File: src/rtl/core/dsa_ram.sv
// generic single-write, single-read synchronous ram with registered read
`timescale 1ns / 1ps
`default_nettype none

module dsa_ram #(
	parameter int WIDTH = 8,
	parameter int DEPTH = 16
) (
	input  wire logic                     clk,
	input  wire logic                     we,
	input  wire logic [$clog2(DEPTH)-1:0] waddr,
	input  wire logic [WIDTH-1:0]         wdata,
	input  wire logic                     re,
	input  wire logic [$clog2(DEPTH)-1:0] raddr,
	output logic      [WIDTH-1:0]         rdata
);

	logic [WIDTH-1:0] mem_q [DEPTH];

	// write port
	always_ff @(posedge clk) begin
		if (we) begin
			mem_q[waddr] <= wdata;
		end
	end

	// registered read port
	always_ff @(posedge clk) begin
		if (re) begin
			rdata <= mem_q[raddr];
		end
	end

endmodule

`default_nettype wire

File: config.mk
export PLATFORM = sky130hd
export DESIGN_NAME = dsa_ram
export DESIGN_NICKNAME = d
export VERILOG_FILES = /design/src/rtl/core/dsa_ram.sv
export SDC_FILE = /design/constraint.sdc
export NUM_CORES = 1
export LEC_CHECK = 0
export BUFFER_PORTS_ARGS = -buffer_cell sky130_fd_sc_hd__buf_2
export CORE_MARGIN = 1
export CORE_UTILIZATION = 50
export DETAILED_ROUTE_END_ITERATION = 8
export PLACE_DENSITY = 0.67
export SLEW_MARGIN = 25
export SYNTH_ARGS = -nofsm -noshare
export SYNTH_HDL_FRONTEND = slang
export SYNTH_SLANG_ARGS = --single-unit
File: constraint.sdc
create_clock -name clk -period 2.35 [get_ports clk]
set_clock_uncertainty 0.2 [all_clocks]
set_input_delay 0.1175 -clock clk [delete_from_list [all_inputs] [get_ports clk]]
set_output_delay 0.1175 -clock clk [all_outputs]
set_load 0.01 [all_outputs]
After elaboration in Yosys (flattened, before gate mapping)
Memories as Yosys holds them, arrays and structs flattened. A register that Yosys moved wholly into a read port is not among the register bits.
Cells that the tools add are included.
- bits in registers: 0
- RAM bits: 128
- input port bits: 19
- output and inout port bits: 8
- logic and storage cells: 3
- memories: 1
- memories (name ; depth ; width ; rd ports ; clocked after memory_dff ; wr ports ; RTL line ; source):
    mem_q ; 16 ; 8 ; 1 ; 1 ; 1 ; 18 ; logic [WIDTH-1:0] mem_q [DEPTH];
- muxes and demuxes: 2
- operator list (cell ; number):
    two-way mux 1 bit ; 2

Logic depth before layout (Yosys ltp)
Gate-level depths: netlist (run 1).
- word-level depth: 2
- mapped depth: 5
- depth with buffers taken out: 3

Least setup slack after synthesis (run 1)
No wires, ideal clock.
- kind: input to register
- start: input waddr[2]
- end: memory mem_q[0][0] (enable)
- setup time: 0.383 ns
- arrival: 1.227 ns
- required time: 1.767 ns
- path slack: 0.540 ns
- stages on the path: 2
- cell sequence: or3b_2 > nor3_1
- RTL lines (element ; RTL line ; source):
    start, declared ; 11 ; input wire logic [$clog2(DEPTH)-1:0] waddr,
    end, declared ; 18 ;
No word-level cell before the write port.

Worst setup path after layout (run 1)
- start: input waddr[1]
- end: memory mem_q[8][2] (enable)
No word-level cell before the write port.

==> impl_metrics.json, run 1 <==
{
  "outcome": "finished clean",
  "cellPowerDensity_nw_per_um2": 889,
  "rsz0062_at_grt": "no",
  "p_leak_nw": 2.17,
  "holdWs_ns": 0.0561,
  "cp-end-kind": "flip-flop",
  "clk_latency_ns": 0.51,
  "start_util_pct": 52.5,
  "drt-total-wl_um": 9930,
  "htreeDepth": 4,
  "peakVddDrop_v": 0.000560,
  "worstMarginPinSlew_ns": 0.462,
  "clock_sinks": 136,
  "drt_first_pass_iters": 4,
  "worstPathCellList": "dlygate4sd3_1, buf_2, nor3_1, dlygate4sd3_1, buf_4",
  "synth_warnings": 0,
  "clock_path_buffers": 2,
  "cp_max_fo": 8,
  "finalNonFillerCells": 443,
  "dieArea_sq_um": 10900,
  "antenna_cells": 0,
  "synth-seq-area-share_pct": 78.1,
  "synth_nets": 248,
  "dp_hpwl_um": 6190,
  "grtUsageTotal_pct": 20.7,
  "slowest_delay_ns": 0.57,
  "setup_slack_ns": 0.627,
  "final_area_sq_um": 6320,
  "numCtsBuffers": 17,
  "nets": 316,
  "rows": 36,
  "slew_headroom_pct": 69.2,
  "path_clk_slew_ns": 0.06,
  "wl_per_cell_um": 22.4,
  "fp.coreArea_sq_um": 9950,
  "hold_viol": 0,
  "drt_iter0_markers": 185,
  "pre_cts_ws_ns": 0.383,
  "syn_area_sq_um": 5230,
  "grt_pass1_vias": 2595,
  "num_vias": 2513,
  "fmaxAchievable_ghz": 0.580,
  "dp.cells": 399,
  "die_h_um": 104,
  "gr-total-overflow": 0,
  "cp.required_ns": 2.36,
  "design_power_total_mw": 5.62,
  "critPathLaunchType": "input port",
  "crit_path_frequent_cell": "dlygate4sd3_1",
  "place.port_buffers": 26,
  "min_period_ns": 1.72,
  "finalMaxSlewViolations": 0,
  "antenna_found_initial": 0,
  "postRouteAntennaNets": 0,
  "vias_per_cell": 5.67,
  "slowest_stage": "dlygate4sd3_1",
  "drv_cap": 0,
  "mostFrequentLayoutCells": "edfxtp_1 (136), buf_2 (26), buf_4 (19)",
  "setup_viol": 0,
  "drc": 0,
  "num_io_pins": 27,
  "area_delta_synth_final_pct": 21.0,
  "synth_seq_cells": 136,
  "grt_max_degree": 33,
  "setup_tns_ns": 0,
  "post-cts-setup-buffers": 0,
  "die_w_um": 104,
  "final_common_cell": "edfxtp_1",
  "place_congestion": 0.700,
  "placed_area_sq_um": 5620,
  "synth_cells": 229,
  "path_class": "input port to flip-flop",
  "drive_gt1_share_pct": 29.0,
  "cts_root_buffer": "clkbuf_8",
  "grt_pass1_wl_um": 15400,
  "fin_crit_sh_pct": 73.3,
  "avgSynthCellArea_sq_um": 22.8,
  "synthDistinctLibCells": 18,
  "cts_tree": "done",
  "fin_util_pct": 63.5,
  "min_path_type": "input port to flip-flop",
  "worstPathArrival_ns": 1.74
}
cell type report:
| class | count | area [sq um] |
|---|---|---|
| flip-flops and latches | 136 | 4080 |
| fillers | 654 | 3630 |
| multi-input cells | 83 | 1060 |
| repair buffers | 59 | 433 |
| clock buffers | 21 | 429 |
| well taps | 133 | 166 |
| clock inverters | 11 | 154 |
repair_timing:
action	in CTS	in global routing
hold buffers	12	0
setup endpoints to repair	0	0
endpoints found under the hold margin	168	0
gates resized for setup	0	0
synthesized netlist by cell type, drive strengths merged:
master / number / share of area, %
edfxtp: 136 / 78
or3b: 1 / 0.17
nand3b: 2 / 0.29
mux4: 32 / 15
nand2b: 2 / 0.24
clkdlybuf4s25: 3 / 0.57
a22oi: 16 / 2.3
nor3: 4 / 0.38
nand3: 1 / 0.096
nor2b: 1 / 0.12
buf: 7 / 1.1
nand2: 9 / 0.65
and2: 1 / 0.12
nor2: 13 / 0.93
and2b: 1 / 0.14
power by group:
| group | total [mW] | leakage [nW] | switching, mW | internal [mW] |
|---|---|---|---|---|
| Combinational | 0.267 | 0.646 | 0.146 | 0.121 |
| Clock | 2.61 | 0.284 | 0.901 | 1.70 |
| Sequential | 2.75 | 1.24 | 0.0143 | 2.73 |
| Total | 5.62 | 2.17 | 1.06 | 4.56 |
worst max-delay path, delay by kind of cell:
kind,cells,cell delay [ns]
buf+inv,4,1.44
simple gates,1,0.17
final timing paths:
check / endpoint / depth (start not counted) / slack (ns) / start
min: mem_q[15][6] / 4 / 0.06 / waddr[2]
min reg2reg: rdata[2] / 3 / 0.54 / mem_q[15][2]
max reg2reg: rdata[5] / 3 / 0.63 / mem_q[1][5]
max: mem_q[8][2] / 5 / 0.63 / waddr[1]
kinds of logic after synthesis:
group | Yosys count | synth area share (%)
compound gates | 16 | 2.30
simple gates | 35 | 3.14
buf+inv | 10 | 1.65
mux | 32 | 14.8
flops | 136 | 78.1
flip-flops by register name, summed over array words and instances, names as in the netlist:
signal / count
mem_q: 128
rdata: 8
layer usage:
metal	GRT usage, %	part of all wire [%]	vias up
met5	0	0	-
met1	27.6	40	1267
li1	-	-	1122
met3	5.26	8.0	19
met2	31.9	50	105
met4	10.3	2.0	0
Note: power is estimated with default switching activity, not from simulation.
==> run 2, diff against run 1 <==
--- a/config.mk
+++ b/config.mk
@@ -9,7 +9,7 @@
 export CORE_MARGIN = 1
 export CORE_UTILIZATION = 50
 export DETAILED_ROUTE_END_ITERATION = 8
-export PLACE_DENSITY = 0.67
+export PLACE_DENSITY = 0.7
 export SLEW_MARGIN = 25
 export SYNTH_ARGS = -nofsm -noshare
 export SYNTH_HDL_FRONTEND = slang
==> constraint.sdc (replaced) <==
create_clock -name clk -period 1.4 [get_ports clk]
set_clock_uncertainty 0.2 [all_clocks]
set_input_delay 0.07 -clock clk [delete_from_list [all_inputs] [get_ports clk]]
set_output_delay 0.07 -clock clk [all_outputs]
set_load 0.01 [all_outputs]
==> run 2 against run 1 <==
Net effect:
- the run now ends with hold timing, setup timing left
- final area increased by 2.4%
- power increased by 67%
- sequential power increased by 68%
- global-route usage rose by 0.15 points
- critical path type is now flip-flop to flip-flop
- critical endpoint is now rdata[6]
- largest power group unchanged
- highest routed layer unchanged
==> impl_metrics.json, run 2 (same netlist as run 1, synthesis figures left out) <==
{
  "cts_tree": "done",
  "post-cts-setup-buffers": 0,
  "die_w_um": 104,
  "regToRegSetupSlack_ns": -0.23,
  "fillers": 651,
  "numCtsBuffers": 17,
  "num_io_pins": 27,
  "start_util_pct": 52.5,
  "num_vias": 2592,
  "hold_viol": 32,
  "setup_slack_ns": -0.231,
  "p_leak_nw": 2.18,
  "die_h_um": 104,
  "critPathLaunchType": "flip-flop",
  "violations": "hold timing, setup timing",
  "final_common_cell": "edfxtp_1",
  "place.port_buffers": 26,
  "fin_crit_sh_pct": 117,
  "p_int_mw": 7.52,
  "dieArea_sq_um": 10900,
  "placed_area_sq_um": 5770,
  "cp-end-kind": "flip-flop",
  "worstPathArrival_ns": 1.69,
  "p_switching_mw": 1.86,
  "wl_met1_um": 4150,
  "cts_hold_buf": 11,
  "drt_first_pass_iters": 4,
  "area_delta_synth_final_pct": 23.8,
  "clock_sinks": 136,
  "dp_hpwl_um": 6500,
  "min_period_ns": 1.63,
  "r2r_start": "mem_q[0][6]",
  "finalMaxSlewViolations": 0,
  "postRouteAntennaNets": 0,
  "cts_root_buffer": "clkbuf_8",
  "fp.coreArea_sq_um": 9950,
  "drt_iter0_markers": 169,
  "antenna_cells": 0,
  "dr_wl_met3_um": 736,
  "drv_cap": 0,
  "rsz0062_at_grt": "yes",
  "place_congestion": 0.758,
  "clock_path_buffers": 2,
  "topRoutingLayerUsed": "met4",
  "vias_per_cell": 5.73,
  "drive_gt1_share_pct": 39.2,
  "cp.required_ns": 1.46,
  "gr-total-overflow": 0,
  "startpoint": "mem_q[0][6]",
  "drc": 0,
  "fmaxAchievable_ghz": 0.613,
  "worstMarginPinSlew_ns": 0.903,
  "largest_reg_flops": 128,
  "cp_max_fo": 1,
  "min_path_type": "input port to flip-flop",
  "path_class": "flip-flop to flip-flop",
  "power.share.clock_pct": 45.4,
  "peakVddDrop_v": 0.000741,
  "wl_per_cell_um": 22.6,
  "final_area_sq_um": 6470,
  "clk_latency_ns": 0.51,
  "route.met2.wl_um": 5110,
  "min_from": "waddr[3]",
  "endpoint": "rdata[6]",
  "cellPowerDensity_nw_per_um2": 1450,
  "swShare_pct": 19.9,
  "grt_max_degree": 26,
  "path_clk_slew_ns": 0.06,
  "htreeDepth": 4,
  "grt_pass1_wl_um": 15600,
  "antenna_found_initial": 0,
  "slew_headroom_pct": 39.7,
  "mostFrequentLayoutCells": "edfxtp_1 (136), mux4_2 (30), buf_2 (26)",
  "holdWs_ns": -0.0259,
  "regMostFlops": "mem_q",
  "rr_worst_depth": 3,
  "fin_util_pct": 65.0,
  "p_seq_share_pct": 49.2,
  "rows": 36,
  "nets": 325,
  "drt-total-wl_um": 10200,
  "grt_pass1_vias": 2698,
  "r2r-end": "rdata[6]",
  "setup_viol": 8,
  "p_comb_share_pct": 5.4,
  "grtUsageTotal_pct": 20.8,
  "top_regs": "mem_q: 128 flops, rdata: 8 flops",
  "outcome": "complete, but fails checks"
}
-- run 2: layer usage --
| metal | vias to the layer above | GRT usage (%) |
|---|---|---|
| li1 | 1124 | - |
| met1 | 1330 | 26.9 |
| met2 | 119 | 32.9 |
| met3 | 19 | 5.20 |
| met4 | 0 | 11.0 |
| met5 | - | 0 |
-- run 2: how the worst min path moves through the flow --
stage | cells after the start | slack [ns] | to
2_1_floorplan | 0 | -0.03 | mem_q[0][0]
3_3_place_gp | 1 | 0.25 | mem_q[14][0]
3_5_place_dp | 1 | 0.26 | mem_q[13][0]
4_1_cts | 4 | -0.04 | mem_q[3][7]
5_1_grt | 4 | -0.02 | mem_q[3][7]
6_report | 4 | -0.03 | mem_q[3][7]
-- run 2: timing repair --
item                                   4_1_cts  5_1_grt
endpoints found under the hold margin      192       32
gates resized for setup                      5        0
pin swaps                                    0        0
setup endpoints to repair                    8        8
-- run 2: area by class of cell --
class	count	area [sq um]	area share, %
Multi-Input combinational cell	83	1060	16.4
Clock buffer	18	418	6.46
Timing Repair Buffer	68	586	9.05
Clock inverter	14	156	2.42
Sequential cell	136	4080	63.1
Tap cell	133	166	2.57
-- run 2: power by group through the flow --
stage | clock network, mW | registers, mW | logic (mW)
4_1_cts | 4.33 | 4.62 | 0.516
5_1_grt | 4.50 | 4.62 | 0.551
3_5_place_dp | 0 | 4.70 | 0.482
3_3_place_gp | 0 | 4.70 | 0.473
2_1_floorplan | 0 | 4.70 | 0.255
6_report | 4.26 | 4.62 | 0.511
-- run 2: worst max-delay path: stages, from the launching register on --
cell and delay, ns:
edfxtp_1 0.38, mux4_2 0.50, a22oi_2 0.22, nand2_1 0.08
-- run 2: stage by stage --
step	setup slack, ns	total power, mW	setup TNS [ns]	instances
final	-0.231	9.39	-1.56	452
after global routing	-0.272	9.67	-1.97	452
after CTS	-0.234	9.46	-1.63	452
after detailed placement	-0.413	5.18	-3.97	409
after global placement	-0.395	5.17	-3.57	409
after floorplan	-0.0911	4.96	-0.614	229
