**src/rtl/core/dsa_pkg.sv**
```systemverilog
// shared types, constants and codes of the descriptor slot allocator
`timescale 1ns / 1ps
`default_nettype none

package dsa_pkg;

	// heap geometry
	localparam int MAX_SLOTS = 1024;
	localparam int IDX_W     = $clog2(MAX_SLOTS);
	localparam int CNT_W     = $clog2(MAX_SLOTS + 1);

	// register and field widths
	localparam int BASE_W     = 64;
	localparam int STRIDE_W   = 13;
	localparam int SCOUNT_W   = 11;
	localparam int REL_W      = 10;
	localparam int SIDX_W     = 10;
	localparam int STATUS_W   = 2;
	localparam int CFG_IDX_W  = 2;
	localparam int CFG_DATA_W = 64;
	localparam int PROD_W     = IDX_W + STRIDE_W;

	// register indexes
	localparam logic [CFG_IDX_W-1:0] REG_HEAP_BASE   = 2'd0;
	localparam logic [CFG_IDX_W-1:0] REG_SLOT_STRIDE = 2'd1;
	localparam logic [CFG_IDX_W-1:0] REG_SLOT_COUNT  = 2'd2;

	// register reset values
	localparam logic [BASE_W-1:0]   HEAP_BASE_RST   = '0;
	localparam logic [STRIDE_W-1:0] SLOT_STRIDE_RST = 13'd32;
	localparam logic [SCOUNT_W-1:0] SLOT_COUNT_RST  = 11'd1024;

	// request actions
	localparam logic ACT_ALLOCATE = 1'b0;
	localparam logic ACT_RELEASE  = 1'b1;

	// result status codes
	localparam logic [STATUS_W-1:0] ST_ALLOCATED = 2'd0;
	localparam logic [STATUS_W-1:0] ST_FULL      = 2'd1;
	localparam logic [STATUS_W-1:0] ST_RELEASED  = 2'd2;
	localparam logic [STATUS_W-1:0] ST_REJECTED  = 2'd3;

	// decision of the queue controller for one request
	typedef struct packed {
		logic [STATUS_W-1:0] status;
		logic                from_queue;
		logic [IDX_W-1:0]    hw_index;
	} dsa_grant_t;

	// free queue memory access
	typedef struct packed {
		logic             we;
		logic [IDX_W-1:0] waddr;
		logic [IDX_W-1:0] wdata;
		logic             re;
		logic [IDX_W-1:0] raddr;
	} dsa_ram_req_t;

endpackage

`default_nettype wire

```
**src/rtl/core/dsa_handle.sv**
```systemverilog
// index select, stride multiply, base add and output register
`timescale 1ns / 1ps
`default_nettype none

module dsa_handle (
	input  wire logic                           clk,
	input  wire logic                           arst_n,
	input  wire logic                           valid_s1,
	input  dsa_pkg::dsa_grant_t                 grant_s1,
	input  wire logic [dsa_pkg::IDX_W-1:0]      ram_rdata,
	input  wire logic [dsa_pkg::BASE_W-1:0]     heap_base,
	input  wire logic [dsa_pkg::STRIDE_W-1:0]   slot_stride,
	input  wire logic                           out_stall,
	output logic                                out_valid,
	output logic      [dsa_pkg::STATUS_W-1:0]   status,
	output logic      [dsa_pkg::SIDX_W-1:0]     slot_index,
	output logic      [dsa_pkg::BASE_W-1:0]     slot_handle
);

	import dsa_pkg::*;

	logic                valid_s2;
	logic [STATUS_W-1:0] status_s2;
	logic [IDX_W-1:0]    index_s2;
	logic [PROD_W-1:0]   prod_s2;

	logic [IDX_W-1:0]    index_sel;
	logic                granted;

	// queued index comes from the memory, fresh one from the counter
	assign granted   = (grant_s1.status == ST_ALLOCATED);
	assign index_sel = !granted           ? '0 :
	                   grant_s1.from_queue ? ram_rdata : grant_s1.hw_index;

	// multiply stage
	always_ff @(posedge clk or negedge arst_n) begin
		if (!arst_n) begin
			valid_s2 <= 1'b0;
		end else begin
			valid_s2 <= valid_s1;
		end
	end

	always_ff @(posedge clk) begin
		if (valid_s1) begin
			status_s2 <= grant_s1.status;
			index_s2  <= index_sel;
			prod_s2   <= PROD_W'(index_sel) * PROD_W'(slot_stride);
		end
	end

	// output register, held while stalled
	always_ff @(posedge clk or negedge arst_n) begin
		if (!arst_n) begin
			out_valid <= 1'b0;
		end else if (valid_s2) begin
			out_valid <= 1'b1;
		end else if (!out_stall) begin
			out_valid <= 1'b0;
		end
	end

	always_ff @(posedge clk) begin
		if (valid_s2) begin
			status     <= status_s2;
			slot_index <= SIDX_W'(index_s2);
			slot_handle <= (status_s2 == ST_ALLOCATED) ? heap_base + BASE_W'(prod_s2)
			                                           : '0;
		end
	end

endmodule

`default_nettype wire

```
**config.mk**
```make
export PLATFORM = sky130hd
export DESIGN_NAME = dsa_handle
export DESIGN_NICKNAME = d
export VERILOG_FILES = /design/src/rtl/core/dsa_pkg.sv /design/src/rtl/core/dsa_handle.sv
export SDC_FILE = /design/constraint.sdc
export NUM_CORES = 1
export LEC_CHECK = 0
export BUFFER_PORTS_ARGS = -buffer_cell sky130_fd_sc_hd__clkbuf_2
export CORE_ASPECT_RATIO = 0.75
export CORE_UTILIZATION = 45
export CTS_CLUSTER_DIAMETER = 40
export DETAILED_ROUTE_END_ITERATION = 12
export PLACE_DENSITY_LB_ADDON = 0.05
export SETUP_SLACK_MARGIN = 0.4
export SYNTH_ARGS = -nofsm -noshare
export SYNTH_HDL_FRONTEND = slang
export SYNTH_SLANG_ARGS = --single-unit
export TNS_END_PERCENT = 10
```
**constraint.sdc**
```tcl
create_clock -name clk -period 5.2 [get_ports clk]
set_input_delay 0.26 -clock clk [delete_from_list [all_inputs] [get_ports clk]]
set_output_delay 0.26 -clock clk [all_outputs]
set_load 0.01 [all_outputs]
```
After elaboration in Yosys (flattened, before gate mapping):

Cells that the tools add are included.

* register bits after elaboration: 113
* output and inout bits: 77

* add/sub/neg operators: 1
* $mul: 1
* equality and inequality tests: 1
* multiplexer cells: 4
* reduce and logical (&&, ||, !) cells: 2

Operator list (number)
* adder 64 x 23 -> 64 bit: 1
* multiplier 10 x 13 -> 23 bit: 1
* 2-to-1 mux 10 bit: 2
* logical NOT 2 bit: 2
* 2-to-1 mux 1 bit: 2
* inequality test 2 x 1 -> 1 bit (second input constant): 1

Longest topological paths before layout:

Gate-level depths: netlist of run 1.

* depth after elaboration: 3
* depth in mapped cells: 23
* mapped depth without buffers: 21

Worst setup path after synthesis of run 1:

OpenSTA, ideal clock, no wires.

* path kind: input -> register
* start: input grant_s1[10] (netlist name)
* end: register prod_s2[22], data pin
* library setup time: 0.265 ns
* data arrival time: 5.618 ns
* path slack: -0.684 ns
* stages on the path: 21
* cells stage by stage: clkbuf_1 mux2i_1 nor2_1 clkbuf_1 nand2_1 fa_1 fa_1 inv_1 fa_1 fa_1 inv_1 fa_1 inv_1 ha_1 a21oi_1 o21ai_0 nand4_1 a31oi_1 a21o_1 a221oi_1 xnor2_1

* longest elaborated chain between the ends: 3

Ends and longest elaborated chain
* start, declared: line dsa_handle.sv:9 `input dsa_pkg::dsa_grant_t grant_s1,`
* 2-to-1 mux 10 bit: line dsa_handle.sv:33 `grant_s1.from_queue ? ram_rdata : grant_s1.hw_index;`
* 2-to-1 mux 10 bit: line dsa_handle.sv:32 `assign index_sel = !granted ? '0 :`
* named net index_sel[9]: line dsa_handle.sv:27 `logic [IDX_W-1:0] index_sel;`
* multiplier 10 x 13 -> 23 bit: line dsa_handle.sv:48 `prod_s2 <= PROD_W'(index_sel) * PROD_W'(slot_stride);`
* end signal, assigned: line dsa_handle.sv:48
* end, declared: line dsa_handle.sv:25 `logic [PROD_W-1:0] prod_s2;`

The timed path passes the listed nets, and every way through them passes these cells.
A chain may end at the register's enable or synchronous reset.

Final worst setup path of run 1:

* start: input grant_s1[12] (netlist name)
* end: register prod_s2[22], data pin

* longest elaborated chain between the ends: 3

Ends and longest elaborated chain
* logical NOT 2 bit: line dsa_handle.sv:31 `assign granted = (grant_s1.status == ST_ALLOCATED);`
* 2-to-1 mux 10 bit: line dsa_handle.sv:32
* multiplier 10 x 13 -> 23 bit: line dsa_handle.sv:48

Every way passes these cells.

==> results of run 1 <==
[metal layers]
layer | global-route usage (%) | vias up | wire length [µm]
met5 | 0 | - | 0
met4 | 5.79 | 0 | 308
met3 | 3.80 | 29 | 1470
met2 | 32.7 | 244 | 11100
met1 | 36.3 | 3997 | 13500
li1 | - | 4087 | -
[worst reg2reg max path, cell delays in order (launching register included)]
cell and delay (ns):
edfxtp_1 0.37, ha_1 0.47, and4_1 0.29, nand3_1 0.13, nor2_1 0.26, o2111ai_2 0.57
a211oi_1 0.72, a21bo_2 0.23, a21oi_1 0.07
[per-stage QoR]
step	util (%)	total power (W)	cell area (µm²)	setup WS, ns
global route	58.3	0.00368	13100	-0.00962
detailed placement	54.6	0.00231	12200	-0.479
global placement	54.6	0.00231	12200	-0.326
finish	58.3	0.00347	13100	0.187
floorplan	-	0.00195	10800	0.112
CTS	58.0	0.00349	13000	0.195
[worst max-delay path by stage]
stage | from | end | cells after the start
6_report | grant_s1[12] | prod_s2[22]$_DFFE_PP_ | 21
5_1_grt | grant_s1[12] | prod_s2[20]$_DFFE_PP_ | 21
4_1_cts | grant_s1[11] | prod_s2[20]$_DFFE_PP_ | 21
3_5_place_dp | grant_s1[10] | prod_s2[21]$_DFFE_PP_ | 20
3_3_place_gp | grant_s1[10] | prod_s2[21]$_DFFE_PP_ | 20
2_1_floorplan | grant_s1[12] | prod_s2[22]$_DFFE_PP_ | 21
[power by group through the flow]
stage	combinational [W]	clock [W]	sequential [W]
after global placement	0.00113	0	0.00117
after floorplan	0.000759	0	0.00119
after CTS	0.00117	0.00116	0.00115
final	0.00118	0.00113	0.00115
after detailed placement	0.00114	0	0.00117
after global routing	0.00132	0.00119	0.00116
[cell usage in the layout, fill, tap and decap left out, drive strengths merged, types with 19 or more instances in the layout]
cell,instances
o21ai,19
nor2,61
fa,87
buf,80
mux2i,29
nand3,26
ha,81
xnor2,36
inv,101
edfxtp,111
clkbuf,197
a21oi,50
or3,23
a211oi,26
a21o,24
and2,75
nand2,128
[sequential cells by signal (all words and copies together), names as in the netlist]
signal and count:
index_s2 10, valid_s2 1, slot_handle 64, status_s2 2, status 2, prod_s2 23
slot_index 10, out_valid 1
[final cells by class]
type	instances	area (µm²)	area share (%)
clock buffer	17	425	3.26
clock inverter	14	131	1.01
inverter	96	360	2.76
multi-input combinational	788	6840	52.3
sequential	113	3390	25.9
tap	294	368	2.82
timing repair buffer	261	1560	11.9
[repair_timing]
item / 4_1_cts / 5_1_grt
pin swaps: 24 / 24
buffers inserted: 14 / 3
endpoints found under the setup margin: 10 / 12
hold endpoints to repair: 2 / 0
gates resized for setup: 18 / 18
cloned: 1 / 0
hold buffers: 1 / 0
[logic make-up after synthesis]
kind of cell               after synthesis
muxes                                   29
and+or+nand+nor                        372
buffers and inverters                  145
AOI/OAI and AO/OA                      170
DFF                                    113
adders and majority gates              168
xor gates and xnor gates                48
==> flow_metrics.env, run 1 <==
export IMPL_p_leak_nw=6.06
export IMPL_synth_top_family_by_area="adder cells"
export IMPL_ctsLongestPathBuffers=2
export IMPL_hpwl_mm=20.2
export IMPL_reg2reg_depth=8
export IMPL_worstPathRequired_ns=5.37
export IMPL_cp_top_family="adder cells"
export IMPL_grt_max_degree=64
export IMPL_synthMuxAreaShare_pct=2.78
export IMPL_swShare_pct=33.7
export IMPL_wirelength_mm=26.4
export IMPL_yosysTopAreaCellShare_pct=31.9
export IMPL_coreArea_mm2=0.0224
export IMPL_first_global_vias=8072
export IMPL_viasPerCell=5.28
export IMPL_avgSynthCellArea_um2=10.0
export IMPL_synth_compound_area_share_pct=11.4
export IMPL_clk_pin_slew_ns=0.06
export IMPL_drive_above_1_share_pct=28.6
export IMPL_arrival_ns=5.18
export IMPL_io_buffers=180
export IMPL_die_width_um=178
export IMPL_pin_count=181
export IMPL_synthesis_nets=1317
export IMPL_path_cells="clkbuf_2, or2_4, buf_12, nor2_4, nand2_1, fa_1, fa_1, inv_1, fa_1, fa_1, inv_1, fa_1, inv_2, ha_4, a21oi_4, o211ai_1, nand4_1, a31oi_2, a21o_1, a221oi_2, xnor2_1"
export IMPL_ys_warn_count=0
export IMPL_antenna_found_initial=0
export IMPL_hp_start="grant_s1[11]"
export IMPL_cp_common_cell="fa_1"
export IMPL_vdd_drop_max_mv=0.227
export IMPL_synth_edf_count=111
export IMPL_finalSetupViolations=0
export IMPL_hold_depth=1
export IMPL_drt_antenna_violating_nets=0
export IMPL_reg2reg_from="prod_s2[17]$_DFFE_PP_"
export IMPL_grt_setup_unrepaired="true"
export IMPL_fin_skew_ns=0.0133
export IMPL_hold_slack_ns=0.0423
export IMPL_path_class="in -> reg"
export IMPL_synth_common_cells="nand2_1, edfxtp_1, inv_1"
export IMPL_drt_initial_drc_count=508
export IMPL_r2r_end="slot_handle[43]$_SDFFCE_PP0P_"
export IMPL_setup_worst_path_start_class="input port"
export IMPL_drv_cap=0
export IMPL_die_area_mm2=0.0238
export IMPL_synth_flop_cell="edfxtp_1"
export IMPL_status="completed"
export IMPL_dpl_cell_count=1533
export IMPL_pwr_share_seq_pct=33.2
export IMPL_initial_core_util_pct=46.6
export IMPL_drtPass1Iterations=5
export IMPL_drc=0
export IMPL_vias=8357
export IMPL_min_path_type="in -> reg"
export IMPL_p_clk_share_pct=32.7
export IMPL_powerDensity_mw_per_mm2=265
export IMPL_synthesis_area_mm2=0.0104
export IMPL_cts_buffers=17
export IMPL_ys_top_cells_by_area="edfxtp_1, fa_1, ha_1"
export IMPL_yosysTopAreaCell="edfxtp_1"
export IMPL_cpPeakStageDelay_ns=0.51
export IMPL_std_cell_rows=47
export IMPL_synthSimpleGateAreaFrac_pct=17.8
export IMPL_final_setup_tns_ns=0
export IMPL_gp_congestion=0.852
export IMPL_ys_ff_latch=113
export IMPL_synthMostInstantiatedCell="nand2_1"
export IMPL_yosysSeqAreaShare_pct=32.4
export IMPL_power_frac_comb_pct=34.1
export IMPL_layout_nets=1549
export IMPL_tightest_slew_ns=1.01
export IMPL_gr_usage_all_layers_pct=23.1
export IMPL_fillCellCount=2004
export IMPL_cp_slowest_cell="fa_1"
export IMPL_critPathMaxFanout=7
export IMPL_cts_tree="built"
export IMPL_switchingPower_w=0.00117
export IMPL_cts_sinks=113
export IMPL_synth_cells=1045
export IMPL_synth_distinct_cells=55
export IMPL_syn_to_final_growth_pct=25.1
export IMPL_drv_slew=0
export IMPL_hold_viol_final=0
export IMPL_antenna_diode_count=0
export IMPL_worst_path_buf_inv=5
export IMPL_die_h_um=134
export IMPL_stdcell_count=1583
export IMPL_synth_xor_area_share_pct=4.02
export IMPL_crit_path_end_kind="flop"
export IMPL_clock_latency_ns=0.42
export IMPL_period_share_pct=96.4
export IMPL_fmax_ghz=0.199
export IMPL_wl_per_cell_um=16.6
export IMPL_synth_adder_area_share_pct=26.4
export IMPL_hold_end="status_s2[0]$_DFFE_PP_"
export IMPL_internal_power_w=0.00230
export IMPL_cts_root_buf="clkbuf_16"
export IMPL_slew_headroom_pct=32.9
export IMPL_cts_htree_levels=4
export IMPL_period_minus_slack_ns=5.01
export IMPL_grt_pass1_wl_mm=42.8
export IMPL_grt_ovfl_total=0
export IMPL_synthArstFlopShare_pct=1.77
export IMPL_r2r_setup_slack_ns=1.80
Power figures use the tool's default switching activity.
==> run 2: changes to the inputs <==
- CTS_CLUSTER_DIAMETER: 40 -> default
- PLACE_DENSITY_LB_ADDON: 0.05 -> 0.15
==> flow_metrics.env, run 2 (synthesis results as in run 1) <==
export IMPL_status="completed"
export IMPL_stdcell_count=1576
export IMPL_path_cells="clkbuf_2, or2_4, buf_12, nor2_4, nand2_2, fa_1, fa_1, inv_1, fa_1, fa_1, inv_1, fa_1, inv_2, ha_4, a21oi_4, o211ai_1, nand4_1, a31oi_2, a21o_1, a221oi_2, xnor2_1"
export IMPL_hold_end="out_valid$_DFFE_PN0P_"
export IMPL_drc=0
export IMPL_mostFrequentLayoutCell="clkbuf_2"
export IMPL_drv_slew=0
export IMPL_initial_core_util_pct=46.6
export IMPL_syn_to_final_growth_pct=25.5
export IMPL_grt_ovfl_total=0
export IMPL_std_cell_rows=47
export IMPL_hold_depth=2
export IMPL_r2r_end="slot_handle[61]$_SDFFCE_PP0P_"
export IMPL_fmax_ghz=0.200
export IMPL_antenna_diode_count=0
export IMPL_reg_largest_list="slot_handle: 64 flops, prod_s2: 23 flops"
export IMPL_reg2reg_depth=8
export IMPL_tightest_slew_ns=1.00
export IMPL_p_leak_nw=6.07
export IMPL_arrival_ns=5.18
export IMPL_cts_tree="built"
export IMPL_grt_max_degree=56
export IMPL_cpPeakStageDelay_ns=0.49
export IMPL_first_global_vias=8129
export IMPL_antenna_found_initial=0
export IMPL_reg2reg_from="prod_s2[17]$_DFFE_PP_"
export IMPL_critPathMaxFanout=8
export IMPL_cts_buffers=17
export IMPL_die_area_mm2=0.0238
export IMPL_drt_initial_drc_count=617
export IMPL_largest_reg_flops=64
export IMPL_io_buffers=180
export IMPL_mostFrequentLayoutCells="clkbuf_2, nand2_1, edfxtp_1"
export IMPL_clk_pin_slew_ns=0.06
export IMPL_layout_nets=1541
export IMPL_cts_sinks=113
export IMPL_die_h_um=134
export IMPL_fin_skew_ns=0.00666
export IMPL_pwr_share_seq_pct=32.2
export IMPL_hold_viol_final=0
export IMPL_wirelength_mm=26.0
export IMPL_coreArea_mm2=0.0224
export IMPL_dpl_cell_count=1532
export IMPL_r2r_setup_slack_ns=1.73
export IMPL_period_minus_slack_ns=5.00
export IMPL_drt_antenna_violating_nets=0
export IMPL_cts_htree_levels=4
export IMPL_finalSetupViolations=0
export IMPL_vias=8421
export IMPL_powerDensity_mw_per_mm2=274
export IMPL_path_class="in -> reg"
export IMPL_gr_usage_all_layers_pct=22.5
export IMPL_worstPathRequired_ns=5.38
export IMPL_ctsLongestPathBuffers=2
export IMPL_viasPerCell=5.34
export IMPL_setup_worst_path_start_class="input port"
export IMPL_switchingPower_w=0.00116
export IMPL_drv_cap=0
export IMPL_wl_per_cell_um=16.5
export IMPL_cts_root_buf="clkbuf_16"
export IMPL_period_share_pct=96.2
export IMPL_cp_slowest_cell="fa_1"
export IMPL_internal_power_w=0.00244
export IMPL_fin_area_mm2=0.0131
export IMPL_pin_count=181
export IMPL_drtPass1Iterations=5
export IMPL_crit_path_end_kind="flop"
export IMPL_power_frac_comb_pct=32.4
export IMPL_slew_headroom_pct=33.3
export IMPL_clock_latency_ns=0.43
export IMPL_drive_above_1_share_pct=28.6
export IMPL_top_register="slot_handle"
export IMPL_placed_cell_area_mm2=0.0122
export IMPL_grt_setup_unrepaired="true"
export IMPL_p_clk_share_pct=35.4
export IMPL_gp_congestion=0.868
export IMPL_cp_common_cell="fa_1"
export IMPL_hpwl_mm=19.9
export IMPL_hp_start="out_stall"
export IMPL_grt_pass1_wl_mm=41.4
export IMPL_die_width_um=178
export IMPL_fillCellCount=1999
export IMPL_swShare_pct=32.2
export IMPL_min_path_type="in -> reg"
export IMPL_vdd_drop_max_mv=0.238
export IMPL_finalPower_w=0.00360
## run 2: power groups by stage
stage	Combinational (W)	Sequential (W)	Clock, W
after floorplan	0.000759	0.00119	0
after global placement	0.00111	0.00118	0
after detailed placement	0.00113	0.00118	0
after CTS	0.00115	0.00116	0.00129
after global routing	0.00130	0.00117	0.00132
final	0.00117	0.00116	0.00127
## run 2: what timing repair did
action	4_1_cts	5_1_grt
pin swaps	24	31
endpoints found under the hold margin	2	0
gates resized for setup	8	29
hold buffers	1	0
setup endpoints to repair	9	12
buffers inserted	9	2
## run 2: worst max-delay path by stage
| stage | end | slack [ns] | startpoint |
|---|---|---|---|
| floorplan | prod_s2[22]$_DFFE_PP_ | 0.11 | grant_s1[12] |
| global placement | prod_s2[20]$_DFFE_PP_ | -0.25 | grant_s1[12] |
| detailed placement | prod_s2[20]$_DFFE_PP_ | -0.35 | grant_s1[10] |
| CTS | prod_s2[22]$_DFFE_PP_ | 0.23 | grant_s1[11] |
| global route | prod_s2[12]$_DFFE_PP_ | 0.09 | grant_s1[12] |
| finish | prod_s2[22]$_DFFE_PP_ | 0.20 | grant_s1[12] |
## run 2: routing by layer
layer  track usage [%]  share of wire (%)
met4              6.65                1.3
met5                 0                  0
met2              33.1                 43
met3              4.39                6.6
met1              33.4                 49
## run 2: layout make-up
cell class / count / area [µm²] / area share, %
Clock buffer: 17 / 425 / 3.25
Clock inverter: 15 / 208 / 1.58
Inverter: 96 / 360 / 2.75
Multi-Input combinational cell: 787 / 6840 / 52.2
Sequential cell: 113 / 3390 / 25.8
Tap cell: 294 / 368 / 2.81
Timing Repair Buffer: 254 / 1520 / 11.6
## run 2: critical path: cells and delay by family
| family | cells | cell delay, ns |
|---|---|---|
| AOI/OAI and AO/OA | 5 | 0.94 |
| adders and majority gates | 6 | 2.66 |
| xor gates and xnor gates | 1 | 0.08 |
| and+or+nand+nor | 4 | 0.82 |
| buffers and inverters | 5 | 0.41 |
## run 2: stage by stage
stage / hold slack, ns / util (%) / setup TNS (ns) / setup slack [ns]
global route: 0.0270 / 58.5 / 0 / 0.0860
floorplan: -0.0356 / - / 0 / 0.112
finish: 0.0334 / 58.5 / 0 / 0.198
global placement: 0.0472 / 54.5 / -1.69 / -0.248
detailed placement: 0.0496 / 54.5 / -2.46 / -0.348
CTS: 0.0202 / 58.0 / 0 / 0.232
